<file path="config.mk">
export PLATFORM = sky130hd
export DESIGN_NAME = sorted_event_priority_queue_top
export DESIGN_NICKNAME = d
export VERILOG_FILES = /design/src/rtl/sepq_pkg.sv /design/src/rtl/sorted_event_priority_queue_top.sv
export SDC_FILE = /design/constraint.sdc
export NUM_CORES = 2
export LEC_CHECK = 0
export BUFFER_PORTS_ARGS = -buffer_cell sky130_fd_sc_hd__clkbuf_2
export CAP_MARGIN = 20
export CORE_UTILIZATION = 57
export DETAILED_ROUTE_END_ITERATION = 10
export PLACE_DENSITY_LB_ADDON = 0.2
export SKIP_CTS_REPAIR_TIMING = 1
export SLEW_MARGIN = 20
export SYNTH_ARGS = -nofsm -noshare
export SYNTH_HDL_FRONTEND = slang
export SYNTH_SLANG_ARGS = --single-unit
</file>
<file path="constraint.sdc">
create_clock -name clk -period 6.3 [get_ports clk]
set_clock_uncertainty 0.05 [all_clocks]
set_input_delay 1.26 -clock clk [delete_from_list [all_inputs] [get_ports clk]]
set_output_delay 1.26 -clock clk [all_outputs]
set_load 0.01 [all_outputs]
</file>
<file path="src/rtl/sepq_pkg.sv">
`timescale 1ns / 1ps
package sepq_pkg;

  // Operation codes carried on the mode input
  localparam logic [2:0] MODE_INSERT     = 3'd0;
  localparam logic [2:0] MODE_PEEK       = 3'd1;
  localparam logic [2:0] MODE_POP        = 3'd2;
  localparam logic [2:0] MODE_FIND       = 3'd3;
  localparam logic [2:0] MODE_DEL_FIRST  = 3'd4;
  localparam logic [2:0] MODE_DEL_ALL    = 3'd5;
  localparam logic [2:0] MODE_DEL_ENTRY  = 3'd6;
  localparam logic [2:0] MODE_CLEAR      = 3'd7;

  // Result status codes
  localparam logic [1:0] ST_OK   = 2'd0;
  localparam logic [1:0] ST_DUP  = 2'd1;
  localparam logic [1:0] ST_FULL = 2'd2;
  localparam logic [1:0] ST_MISS = 2'd3;

  // Configuration register indexes
  localparam logic REG_ALLOW_DUP = 1'b0;
  localparam logic REG_APPEND    = 1'b1;

  localparam int OUT_CNT_BITS = 7;

endpackage

</file>
<file path="src/rtl/sorted_event_priority_queue_top.sv">
`timescale 1ns / 1ps
// Sorted event priority queue. Holds up to DEPTH (key, tag) entries in one
// synchronous memory in ascending unsigned key order. A command is taken when
// start is high and busy is low; exactly one result follows, shown for a
// single cycle with done high, and the receiver cannot stall it. Each entry
// touched is read through the single registered read port of the entry
// memory and then checked or written back in a separate state: a key search
// reads entries from the head up to the first larger key, then an insert
// moves every later entry up and a delete moves every later entry down.
// Clear, and peek or pop on an empty store, answer straight from the idle
// state without reading the memory; a search on an empty store skips the scan.
module sorted_event_priority_queue_top #(
  parameter int DEPTH    = 64,
  parameter int KEY_BITS = 32,
  parameter int TAG_BITS = 16
) (
  input  logic                                 clk,
  input  logic                                 rst,
  input  logic                                 start,
  output logic                                 busy,
  input  logic [2:0]                           mode,
  input  logic [KEY_BITS-1:0]                  key,
  input  logic [TAG_BITS-1:0]                  tag,
  output logic                                 done,
  output logic [1:0]                           status,
  output logic [KEY_BITS-1:0]                  out_key,
  output logic [TAG_BITS-1:0]                  out_tag,
  output logic [sepq_pkg::OUT_CNT_BITS-1:0]    removed_count,
  output logic [sepq_pkg::OUT_CNT_BITS-1:0]    occupancy,
  input  logic                                 cfg_we,
  input  logic                                 cfg_index,
  input  logic                                 cfg_data
);
  import sepq_pkg::*;

  localparam int AW = (DEPTH > 1) ? $clog2(DEPTH) : 1;
  localparam int CW = $clog2(DEPTH + 1);
  localparam int EW = KEY_BITS + TAG_BITS;
  localparam logic [CW-1:0] DEPTH_C = CW'(DEPTH);
  localparam logic [CW-1:0] ONE_C   = CW'(1);

  typedef enum logic [3:0] {
    S_IDLE, S_SCAN_RD, S_SCAN_CHK, S_DECIDE, S_HEAD_RD, S_HEAD_CHK,
    S_UP_RD, S_UP_WR, S_INS_WR, S_DN_RD, S_DN_WR
  } state_t;

  state_t          state;
  logic [EW-1:0]   entry_mem [DEPTH];
  logic [EW-1:0]   rd_data;
  logic            wr_en;
  logic [CW-1:0]   wr_pos;
  logic [EW-1:0]   wr_data;

  logic            allow_dup;
  logic            append_eq;
  logic [2:0]      op;
  logic [KEY_BITS-1:0] op_key;
  logic [TAG_BITS-1:0] op_tag;
  logic [CW-1:0]   count;
  logic [CW-1:0]   idx;
  logic [CW-1:0]   lo;
  logic [CW-1:0]   hi;
  logic [CW-1:0]   tpos;
  logic [CW-1:0]   gap;
  logic            seen_eq;
  logic            tag_found;
  logic [1:0]      res_status;
  logic [KEY_BITS-1:0] res_key;
  logic [TAG_BITS-1:0] res_tag;
  logic [CW-1:0]   res_removed;

  logic [KEY_BITS-1:0] rd_key;
  logic [TAG_BITS-1:0] rd_tag;
  logic            key_eq;
  logic            key_gt;
  logic [CW-1:0]   ins_sel;

  assign rd_key  = rd_data[EW-1:TAG_BITS];
  assign rd_tag  = rd_data[TAG_BITS-1:0];
  assign key_eq  = (rd_key == op_key);
  assign key_gt  = (rd_key > op_key);
  assign ins_sel = append_eq ? hi : lo;

  assign busy          = (state != S_IDLE);
  assign status        = res_status;
  assign out_key       = res_key;
  assign out_tag       = res_tag;
  assign removed_count = OUT_CNT_BITS'(res_removed);
  assign occupancy     = OUT_CNT_BITS'(count);

  // Select the write for the shifting states
  always_comb begin
    wr_en   = 1'b0;
    wr_pos  = idx;
    wr_data = rd_data;
    unique case (state)
      S_UP_WR: begin
        wr_en  = 1'b1;
        wr_pos = idx + ONE_C;
      end
      S_DN_WR: begin
        wr_en  = 1'b1;
        wr_pos = idx - gap;
      end
      S_INS_WR: begin
        wr_en   = 1'b1;
        wr_pos  = tpos;
        wr_data = {op_key, op_tag};
      end
      default: begin
        wr_en = 1'b0;
      end
    endcase
  end

  // Entry memory: one write port, one registered read port
  always_ff @(posedge clk) begin
    if (wr_en) begin
      entry_mem[wr_pos[AW-1:0]] <= wr_data;
    end
    rd_data <= entry_mem[idx[AW-1:0]];
  end

  // Configuration registers
  always_ff @(posedge clk) begin
    if (rst) begin
      allow_dup <= 1'b1;
      append_eq <= 1'b1;
    end else if (cfg_we) begin
      if (cfg_index == REG_ALLOW_DUP) begin
        allow_dup <= cfg_data;
      end else if (cfg_index == REG_APPEND) begin
        append_eq <= cfg_data;
      end
    end
  end

  // Command sequencer
  always_ff @(posedge clk) begin
    if (rst) begin
      state <= S_IDLE;
      count <= '0;
      done  <= 1'b0;
    end else begin
      done <= 1'b0;
      unique case (state)
        S_IDLE: begin
          if (start) begin
            op          <= mode;
            op_key      <= key;
            op_tag      <= tag;
            idx         <= '0;
            seen_eq     <= 1'b0;
            tag_found   <= 1'b0;
            res_status  <= ST_OK;
            res_key     <= '0;
            res_tag     <= '0;
            res_removed <= '0;
            unique case (mode)
              MODE_CLEAR: begin
                res_removed <= count;
                count       <= '0;
                done        <= 1'b1;
              end
              MODE_PEEK, MODE_POP: begin
                if (count == '0) begin
                  res_status <= ST_MISS;
                  done       <= 1'b1;
                end else begin
                  state <= S_HEAD_RD;
                end
              end
              MODE_INSERT, MODE_FIND, MODE_DEL_FIRST, MODE_DEL_ALL,
              MODE_DEL_ENTRY: begin
                if (count == '0) begin
                  lo    <= '0;
                  hi    <= '0;
                  state <= S_DECIDE;
                end else begin
                  state <= S_SCAN_RD;
                end
              end
            endcase
          end
        end
        S_SCAN_RD: begin
          state <= S_SCAN_CHK;
        end
        // Walk the sorted entries until the first key above the command key
        S_SCAN_CHK: begin
          if (key_eq) begin
            if (!seen_eq) begin
              lo      <= idx;
              seen_eq <= 1'b1;
            end
            if (rd_tag == op_tag && !tag_found) begin
              tpos      <= idx;
              tag_found <= 1'b1;
            end
          end
          if (key_gt) begin
            hi <= idx;
            if (!seen_eq) lo <= idx;
            state <= S_DECIDE;
          end else if (idx == count - ONE_C) begin
            hi <= count;
            if (!seen_eq && !key_eq) lo <= count;
            state <= S_DECIDE;
          end else begin
            idx   <= idx + ONE_C;
            state <= S_SCAN_RD;
          end
        end
        S_DECIDE: begin
          priority case (op)
            MODE_INSERT: begin
              if (!allow_dup && seen_eq) begin
                res_status <= ST_DUP;
                done       <= 1'b1;
                state      <= S_IDLE;
              end else if (count >= DEPTH_C) begin
                res_status <= ST_FULL;
                done       <= 1'b1;
                state      <= S_IDLE;
              end else begin
                tpos <= ins_sel;
                if (ins_sel < count) begin
                  idx   <= count - ONE_C;
                  state <= S_UP_RD;
                end else begin
                  state <= S_INS_WR;
                end
              end
            end
            MODE_FIND: begin
              if (seen_eq) begin
                idx   <= lo;
                state <= S_HEAD_RD;
              end else begin
                res_status <= ST_MISS;
                done       <= 1'b1;
                state      <= S_IDLE;
              end
            end
            default: begin
              // Remove a run [first, first + gap) and close the hole
              if ((op == MODE_DEL_ENTRY) ? tag_found : seen_eq) begin
                if (op == MODE_DEL_ENTRY) begin
                  gap         <= ONE_C;
                  res_removed <= ONE_C;
                  idx         <= tpos + ONE_C;
                  if (tpos + ONE_C < count) begin
                    state <= S_DN_RD;
                  end else begin
                    count <= count - ONE_C;
                    done  <= 1'b1;
                    state <= S_IDLE;
                  end
                end else if (op == MODE_DEL_ALL) begin
                  gap         <= hi - lo;
                  res_removed <= hi - lo;
                  idx         <= hi;
                  if (hi < count) begin
                    state <= S_DN_RD;
                  end else begin
                    count <= count - (hi - lo);
                    done  <= 1'b1;
                    state <= S_IDLE;
                  end
                end else begin
                  gap         <= ONE_C;
                  res_removed <= ONE_C;
                  idx         <= lo + ONE_C;
                  if (lo + ONE_C < count) begin
                    state <= S_DN_RD;
                  end else begin
                    count <= count - ONE_C;
                    done  <= 1'b1;
                    state <= S_IDLE;
                  end
                end
              end else begin
                res_status <= ST_MISS;
                done       <= 1'b1;
                state      <= S_IDLE;
              end
            end
          endcase
        end
        S_HEAD_RD: begin
          state <= S_HEAD_CHK;
        end
        // Report the entry read; pop also drops the head
        S_HEAD_CHK: begin
          res_key <= rd_key;
          res_tag <= rd_tag;
          if (op == MODE_POP) begin
            gap         <= ONE_C;
            res_removed <= ONE_C;
            idx         <= ONE_C;
            if (ONE_C < count) begin
              state <= S_DN_RD;
            end else begin
              count <= count - ONE_C;
              done  <= 1'b1;
              state <= S_IDLE;
            end
          end else begin
            done  <= 1'b1;
            state <= S_IDLE;
          end
        end
        S_UP_RD: begin
          state <= S_UP_WR;
        end
        // Move one entry up, walking down to the insert point
        S_UP_WR: begin
          if (idx == tpos) begin
            state <= S_INS_WR;
          end else begin
            idx   <= idx - ONE_C;
            state <= S_UP_RD;
          end
        end
        S_INS_WR: begin
          count <= count + ONE_C;
          done  <= 1'b1;
          state <= S_IDLE;
        end
        S_DN_RD: begin
          state <= S_DN_WR;
        end
        // Move one entry down over the removed run
        S_DN_WR: begin
          if (idx == count - ONE_C) begin
            count <= count - gap;
            done  <= 1'b1;
            state <= S_IDLE;
          end else begin
            idx   <= idx + ONE_C;
            state <= S_DN_RD;
          end
        end
        default: begin
          state <= S_IDLE;
        end
      endcase
    end
  end

  // A result is only shown once the sequencer is back at rest
  a_done_idle: assert property (@(posedge clk) disable iff (rst) done |-> !busy)
    else $error("result strobe while busy");

  a_count_range: assert property (@(posedge clk) disable iff (rst) count <= DEPTH_C)
    else $error("entry count above depth");

  a_count_hold: assert property (@(posedge clk) disable iff (rst)
    (!busy && !start) |=> $stable(count))
    else $error("entry count changed without a transaction");

  a_miss_zero: assert property (@(posedge clk) disable iff (rst)
    (done && status != ST_OK) |-> (out_key == '0 && out_tag == '0))
    else $error("entry fields set on failed transaction");

endmodule
</file>
# Word-level counts from Yosys, hierarchy flattened

Memory sizes are Yosys's and may differ from the RTL's. A register that Yosys moved wholly into a read port is not among the register bits.
Cells that the tools add are included.

Register bits after elaboration: 159
Bits in latches: 0
Bits in writable memories: 3,072
Memory bits (read-only): 0
Input port bits: 57
Output and inout port bits: 66
Logic and storage cells: 250
Memories: 1

Memories:

| name      | words | width | read ports | clocked after Yosys merged registers in | wr ports | RTL line                              | RTL |
|---|---|---|---|---|---|---|---|
| entry_mem | 64    | 48    | 1          | 1                                       | 1        | sorted_event_priority_queue_top.sv:48 | `logic [EW-1:0] entry_mem [DEPTH];` |

Add/sub/neg operators: 10
Multipliers: 0
Div/mod/pow operators: 0
$lt $le $gt $ge: 7
Equal/unequal tests: 54
Shift operators: 0
Multiplexer cells: 118
Bitwise logic cells: 2
Reductions and logical operators: 39

Operators with widths:

| kind                | count |
|---|---|
| $mux 7              | 46 |
| $pmux 7 s2          | 5 |
| $pmux 32 s2         | 1 |
| $mux 4              | 15 |
| $mux 48             | 1 |
| $pmux 7 s6          | 1 |
| $pmux 4 s10         | 1 |
| $pmux 7 s5          | 1 |
| $eq 32x32->1        | 1 |
| $gt 32x32->1        | 1 |
| $mux 32             | 1 |
| $pmux 16 s2         | 1 |
| $add 7x1->7 const B | 4 |
| $lt 7x7->1          | 4 |
| $ne 2x2->1 const B  | 14 |
| $mux 1              | 22 |
| $ne 3x3->1 const B  | 7 |
| $pmux 7 s3          | 1 |
| $sub 7x7->7         | 3 |
| $mux 2              | 10 |
| $ne 4x4->1 const B  | 5 |
| $eq 3x3->1 const B  | 6 |
| $pmux 6 s3          | 1 |
| $reduce_and 6->1    | 3 |
| 41 further kinds    | 75 |

# Logic depth before layout (Yosys ltp)

Depth after elaboration: 8
Depth in mapped cells: 15

# Worst setup path before layout

Ideal clock, no wire load.

Path kind: register -> register
Start point: register idx[0]
End point: memory entry_mem[63][0] in the netlist's numbering (enable)
Setup time: 0.513 ns
Arrival time: 6.107 ns
Data required time: 5.737 ns
Slack: -0.370 ns
Stages on the path, launching flop included: 15
Buffers on the path: 4
Period minus slack after synthesis: 6.670 ns
Cells stage by stage: edfxtp_1 -> clkbuf_1 -> buf_2 -> clkbuf_1 -> clkbuf_1 -> inv_1 -> ha_1 -> inv_1 -> fa_1 -> xor2_1 -> a222oi_1 -> nand2_1 -> a21boi_0 -> nand3_1 -> nor3_1

Word-level cells in the longest chain between the ends: 2
Elaborated cells on any way between the ends: 3

RTL lines:

| item                                       | RTL line                               | RTL |
|---|---|---|
| from (decl)                                | sorted_event_priority_queue_top.sv:60  | `logic [CW-1:0] idx;` |
| from (signal assigned)                     | sorted_event_priority_queue_top.sv:210 | `idx <= idx + ONE_C;` |
| from (signal assigned)                     | sorted_event_priority_queue_top.sv:228 | `idx <= count - ONE_C;` |
| from (signal assigned)                     | sorted_event_priority_queue_top.sv:237 | `idx <= lo;` |
| $add 7x1->7 or $sub 6x6->6 (tied branches) | n/a                                    |  |
| $pmux 6 s3 *                               | sorted_event_priority_queue_top.sv:96  | `unique case (state)` |
| to (decl)                                  | sorted_event_priority_queue_top.sv:48  |  |

Every way passes the cells marked *; elsewhere a longest branch is shown, timed or not.

# Final worst setup path

Start point: register state[3]
End point: memory entry_mem[6][36] in the netlist's numbering (enable)

Word-level cells in the longest chain between the ends: 5
Elaborated cells on any way between the ends: 8

RTL lines:

| item                                     | RTL line                               | RTL |
|---|---|---|
| from (decl)                              | sorted_event_priority_queue_top.sv:47  | `state_t state;` |
| from (signal assigned)                   | sorted_event_priority_queue_top.sv:141 | `state <= S_IDLE;` |
| from (signal assigned)                   | sorted_event_priority_queue_top.sv:170 | `state <= S_HEAD_RD;` |
| from (signal assigned)                   | sorted_event_priority_queue_top.sv:178 | `state <= S_DECIDE;` |
| $eq 4x4->1 or $eq 4x3->1 (tied branches) | sorted_event_priority_queue_top.sv:96  |  |
| $reduce_or 3->1 (no line)                | n/a                                    |  |
| $mux 1                                   | sorted_event_priority_queue_top.sv:96  |  |
| $mux 1                                   | sorted_event_priority_queue_top.sv:118 | `if (wr_en) begin` |
| $mux 1 (not written as such)             | sorted_event_priority_queue_top.sv:119 | `entry_mem[wr_pos[AW-1:0]] <= wr_data;` |

Several ways; a longest one is shown, not always the timed one.

==> metrics.md <==
| Metric | Value |
|---|---|
| Outcome | finished, final reports clean |
| Setup slack of the worst register-to-register path | around 730 ps |
| Compound-gate portion of the synthesized area | 0.0152 |
| Site Rows | ~170 |
| Share of synthesized area occupied by flip-flops and latches | 0.761 |
| Peak ir drop on the vdd network | between 0.0003 and 0.0004 V |
| Cell type contributing the most total cell area after synthesis | sky130_fd_sc_hd__edfxtp_1 |
| Timing startpoint of the critical path | state[3]$_SDFFE_PP0P_ |
| Via count of the first global-routing pass | 61800 |
| Via density per instance | roughly 7 |
| Height of the die | 477 µm |
| Initial DRC Count | 9344 |
| Remaining routing DRC violations | 0 |
| GPL Wtd Cong | slightly above 0.9 |
| Arrival time worst endpoint | 6120 ps |
| Clock latency at the later pin of the worst-skew pair | 940 ps |
| Global Route met2 Usage | 0.458 |
| Std-Cell Core Area | 223000 µm² |
| Slowest CP cell | sky130_fd_sc_hd__nor2_4 |
| Most frequent standard cell in the layout excluding fill and tap cells | sky130_fd_sc_hd__edfxtp_1 |
| Total nets after synthesis | 5707 |
| Classification of the worst setup path | reg2reg |
| Unrepaired setup endpoints after global routing | false |
| Power density over the cells | about 440 nW/µm² |
| Cell-by-cell trace of the critical path | nor3b_2 -> and2_0 -> a222oi_1 -> nand2_1 -> a21boi_0 -> nand3_1 -> nor2_4 -> buf_12 |
| Post-Syn Area per Cell | 23.1 µm² |
| Max frequency | 0.180 GHz |
| First-pass DRT Iterations | 8 |
| Total overflow reported by the global router | 0 |
| Final routed wirelength across all metal layers | 333 mm |
| Final Hold Fails | 0 |
| Post-DR wirelength/cell | 36.4 µm |
| Maximum fanout encountered on the critical timing path | 20 |
| XOR/XNOR share of the synthesized area | 0.00430 |
| Startpoint of the lowest-slack hold path | tag[10] |
| Warning count from the yosys run | 0 |
| Final instance area | 145000 µm² |
| Input/output buffers | approximately 120 |
| Hold EP | op_tag[10]$_DFFE_PP_ |
| Number of buffers and inverters on the critical path | 1 |
| Met3 usage | 0.0504 |
| Via count of the routed design | 62500 |
| Maximum clock insertion buffer count | 4 |
| Worst hold path stage count | 1 |
| Synthesized cell area | 129000 µm² |
| First-pass GRT wire length | 471 mm |
| Clock-pin slew of the registers on the worst-case setup and hold paths | 70 ps |
| Endpoint kind of the worst setup timing path | register |
| Top Usage Layer GRT | met2 |
| Reg-to-Reg Start | state[3]$_SDFFE_PP0P_ |
| Area fraction of the dominant cell type after synthesis | 0.752 |
| Worst Max-Slew Pin Slew | 1180 ps |
| HP Class | in2reg |
| Post-place instance area | 134000 µm² |
| Crit path launch type | register |
| Cells on worst reg2reg path | 8 |
| Share of layout cells above drive strength 1 | 0.309 |
| Leading cell types by total area after synthesis | sky130_fd_sc_hd__edfxtp_1, sky130_fd_sc_hd__mux4_2, sky130_fd_sc_hd__dfxtp_1 |
| End of the worst register-to-register path | entry_mem[6][36]$_DFFE_PP_ |
| CTS tree | done |
| Antenna violations before repair | 23 |
| Static leakage | around 46 nW |
| NumNets Final | 6058 |
| Initial Utilization | 0.576 |
| Data required time of the critical path | 6860 ps |
| H-Tree Level Count | 5 |
| Combinational family with the most area after synthesis | multiplexers |
| Instance count of the mapped netlist | 5561 |
| Cts bufs inserted | 341 |
| Number of synthesized flops with an enable pin | 3217 |
| Global Route met1 Usage | 0.438 |
| Count of nets left with antenna violations after detail routing | 0 |
| Num Clock Sinks | 3279 |
| Die footprint | 227000 µm² |
| Final worst hold slack | 429 ps |
| Maximum number of pins on one net before global-route repair | roughly 140 |
| Final worst path period need | 5570 ps |
| Highest-count cells in the layout ignoring fill and taps | sky130_fd_sc_hd__edfxtp_1, sky130_fd_sc_hd__mux4_2, sky130_fd_sc_hd__clkbuf_16 |
| Dominant register cell in the synthesized netlist | sky130_fd_sc_hd__edfxtp_1 |
| Final Slew Violations | 0 |
| Ports placed on the boundary | between 100 and 150 |
| Placed wire-length estimate | 184 mm |
| Adder-cell share of the synthesized area | 0.00890 |
| Area Overhead vs Synth | 12.8% |
| Clk Tree Root Cell | sky130_fd_sc_hd__clkbuf_16 |
| Share of the cycle needed by the critical path after routing | 0.884 |
| Share of synthesized cell area in and, or, nand and nor gates | 0.0162 |
| Total GRT Usage | 0.296 |
| Overall Power | 63.3 mW |
| Kind of cell adding the most delay to the critical path | simple AND/OR/NAND/NOR gates |
| Chip Width | 477 µm |
| Multiplexer share of the synthesized area | 0.183 |
| Total of max-cap violations | 0 |
| Count of different cell masters after synthesis | 79 |
| Count of state elements after synthesis | 3279 |
| Slew headroom | 0.215 |
| Delay contributed by the slowest stage of the critical path | 1150 ps |
| Finish-stage setup viols | 0 |
| Fraction of synthesis flops using an asynchronous set or reset pin | 0 |
-- Yosys cell counts (all sizes together) (5+ instances only) --
library cell / number
clkbuf: 193
and2: 53
o22ai: 9
and3: 9
nor2b: 16
edfxtp: 3217
a221oi: 8
o21ai: 75
o31ai: 7
nand2: 79
o211a: 6
a211oi: 29
mux4: 1012
nor3b: 9
mux2: 50
o211ai: 18
nor2: 119
buf: 89
nand3: 31
a21boi: 6
nor4: 12
nor3: 34
o21a: 9
ha: 85
mux2i: 18
a21o: 12
xor2: 31
a31oi: 6
nand4: 12
or2: 5
or3: 6
inv: 67
nand2b: 8
xnor2: 21
dfxtp: 62
a21oi: 67
-- flip-flops by register name, summed over array words and instances (netlist names), 4 cells and up --
name / count
entry_mem: 3072
gap: 7
hi: 7
idx: 7
lo: 7
occupancy: 7
op_key: 32
op_tag: 16
out_key: 32
out_tag: 16
rd_data: 48
removed_count: 7
state: 4
tpos: 7
-- area by class of cell --
type	count	area (µm²)
sequential	3279	97800
fill	14200	78100
multi-input combinational	1930	30000
clock buffer	438	9200
tap	2975	3720
timing repair buffer	290	2570
clock inverter	155	1410
inverter	70	268
antenna	7	17.5
-- per-stage QoR --
step                worst slack (ps)  cells  utilization  setup TNS [ps]
finish                           732   9144        0.650               0
global route                     625   9143        0.650               0
CTS                              934   9137        0.649               0
detailed placement               938   8544        0.602               0
global placement                1130   8543        0.601               0
floorplan                       -326   5561            -          -46920
-- metal layers --
metal  part of all wire  up-vias
li1                   -    24500
met1               0.38    33400
met2               0.48     3999
met3               0.11      575
met4              0.031        4
met5           0.000081        -
-- worst register-to-register path, cell delays in order (launching register included) --
cell and delay [ps]:
sky130_fd_sc_hd__dfxtp_1 750, sky130_fd_sc_hd__nor3b_2 840, sky130_fd_sc_hd__and2_0 560, sky130_fd_sc_hd__a222oi_1 230, sky130_fd_sc_hd__nand2_1 120, sky130_fd_sc_hd__a21boi_0 410
sky130_fd_sc_hd__nand3_1 850, sky130_fd_sc_hd__nor2_4 1150, sky130_fd_sc_hd__buf_12 290
-- power breakdown --
part           internal (mW)  total [mW]  switching [mW]  leakage, nW
combinational           6.20        15.8            9.63         10.9
sequential              27.6        28.1           0.498         29.5
clock                   11.3        19.4            8.11         5.17
total                   45.0        63.3            18.2         45.5
-- worst max-delay path by stage --
stage                                        to  depth (start not counted)  slack [ps]
finish               entry_mem[6][36]$_DFFE_PP_                          8         730
CTS                 entry_mem[30][37]$_DFFE_PP_                          8         930
global placement     entry_mem[6][29]$_DFFE_PP_                          8        1130
global route        entry_mem[30][37]$_DFFE_PP_                          8         620
detailed placement  entry_mem[30][31]$_DFFE_PP_                          8         940
floorplan            entry_mem[59][0]$_DFFE_PP_                         14        -330
-- kinds of logic (layout without fill, tap and decap cells) --
kind of cell,after synthesis,after routing
AOI/OAI and AO/OA,296,296
xor gates and xnor gates,56,56
adders and majority gates,89,89
buffers and inverters,352,953
DFF,3279,3279
muxes,1080,1080
other,0,7
and+or+nand+nor,409,409
Power figures use the tool's default switching activity.
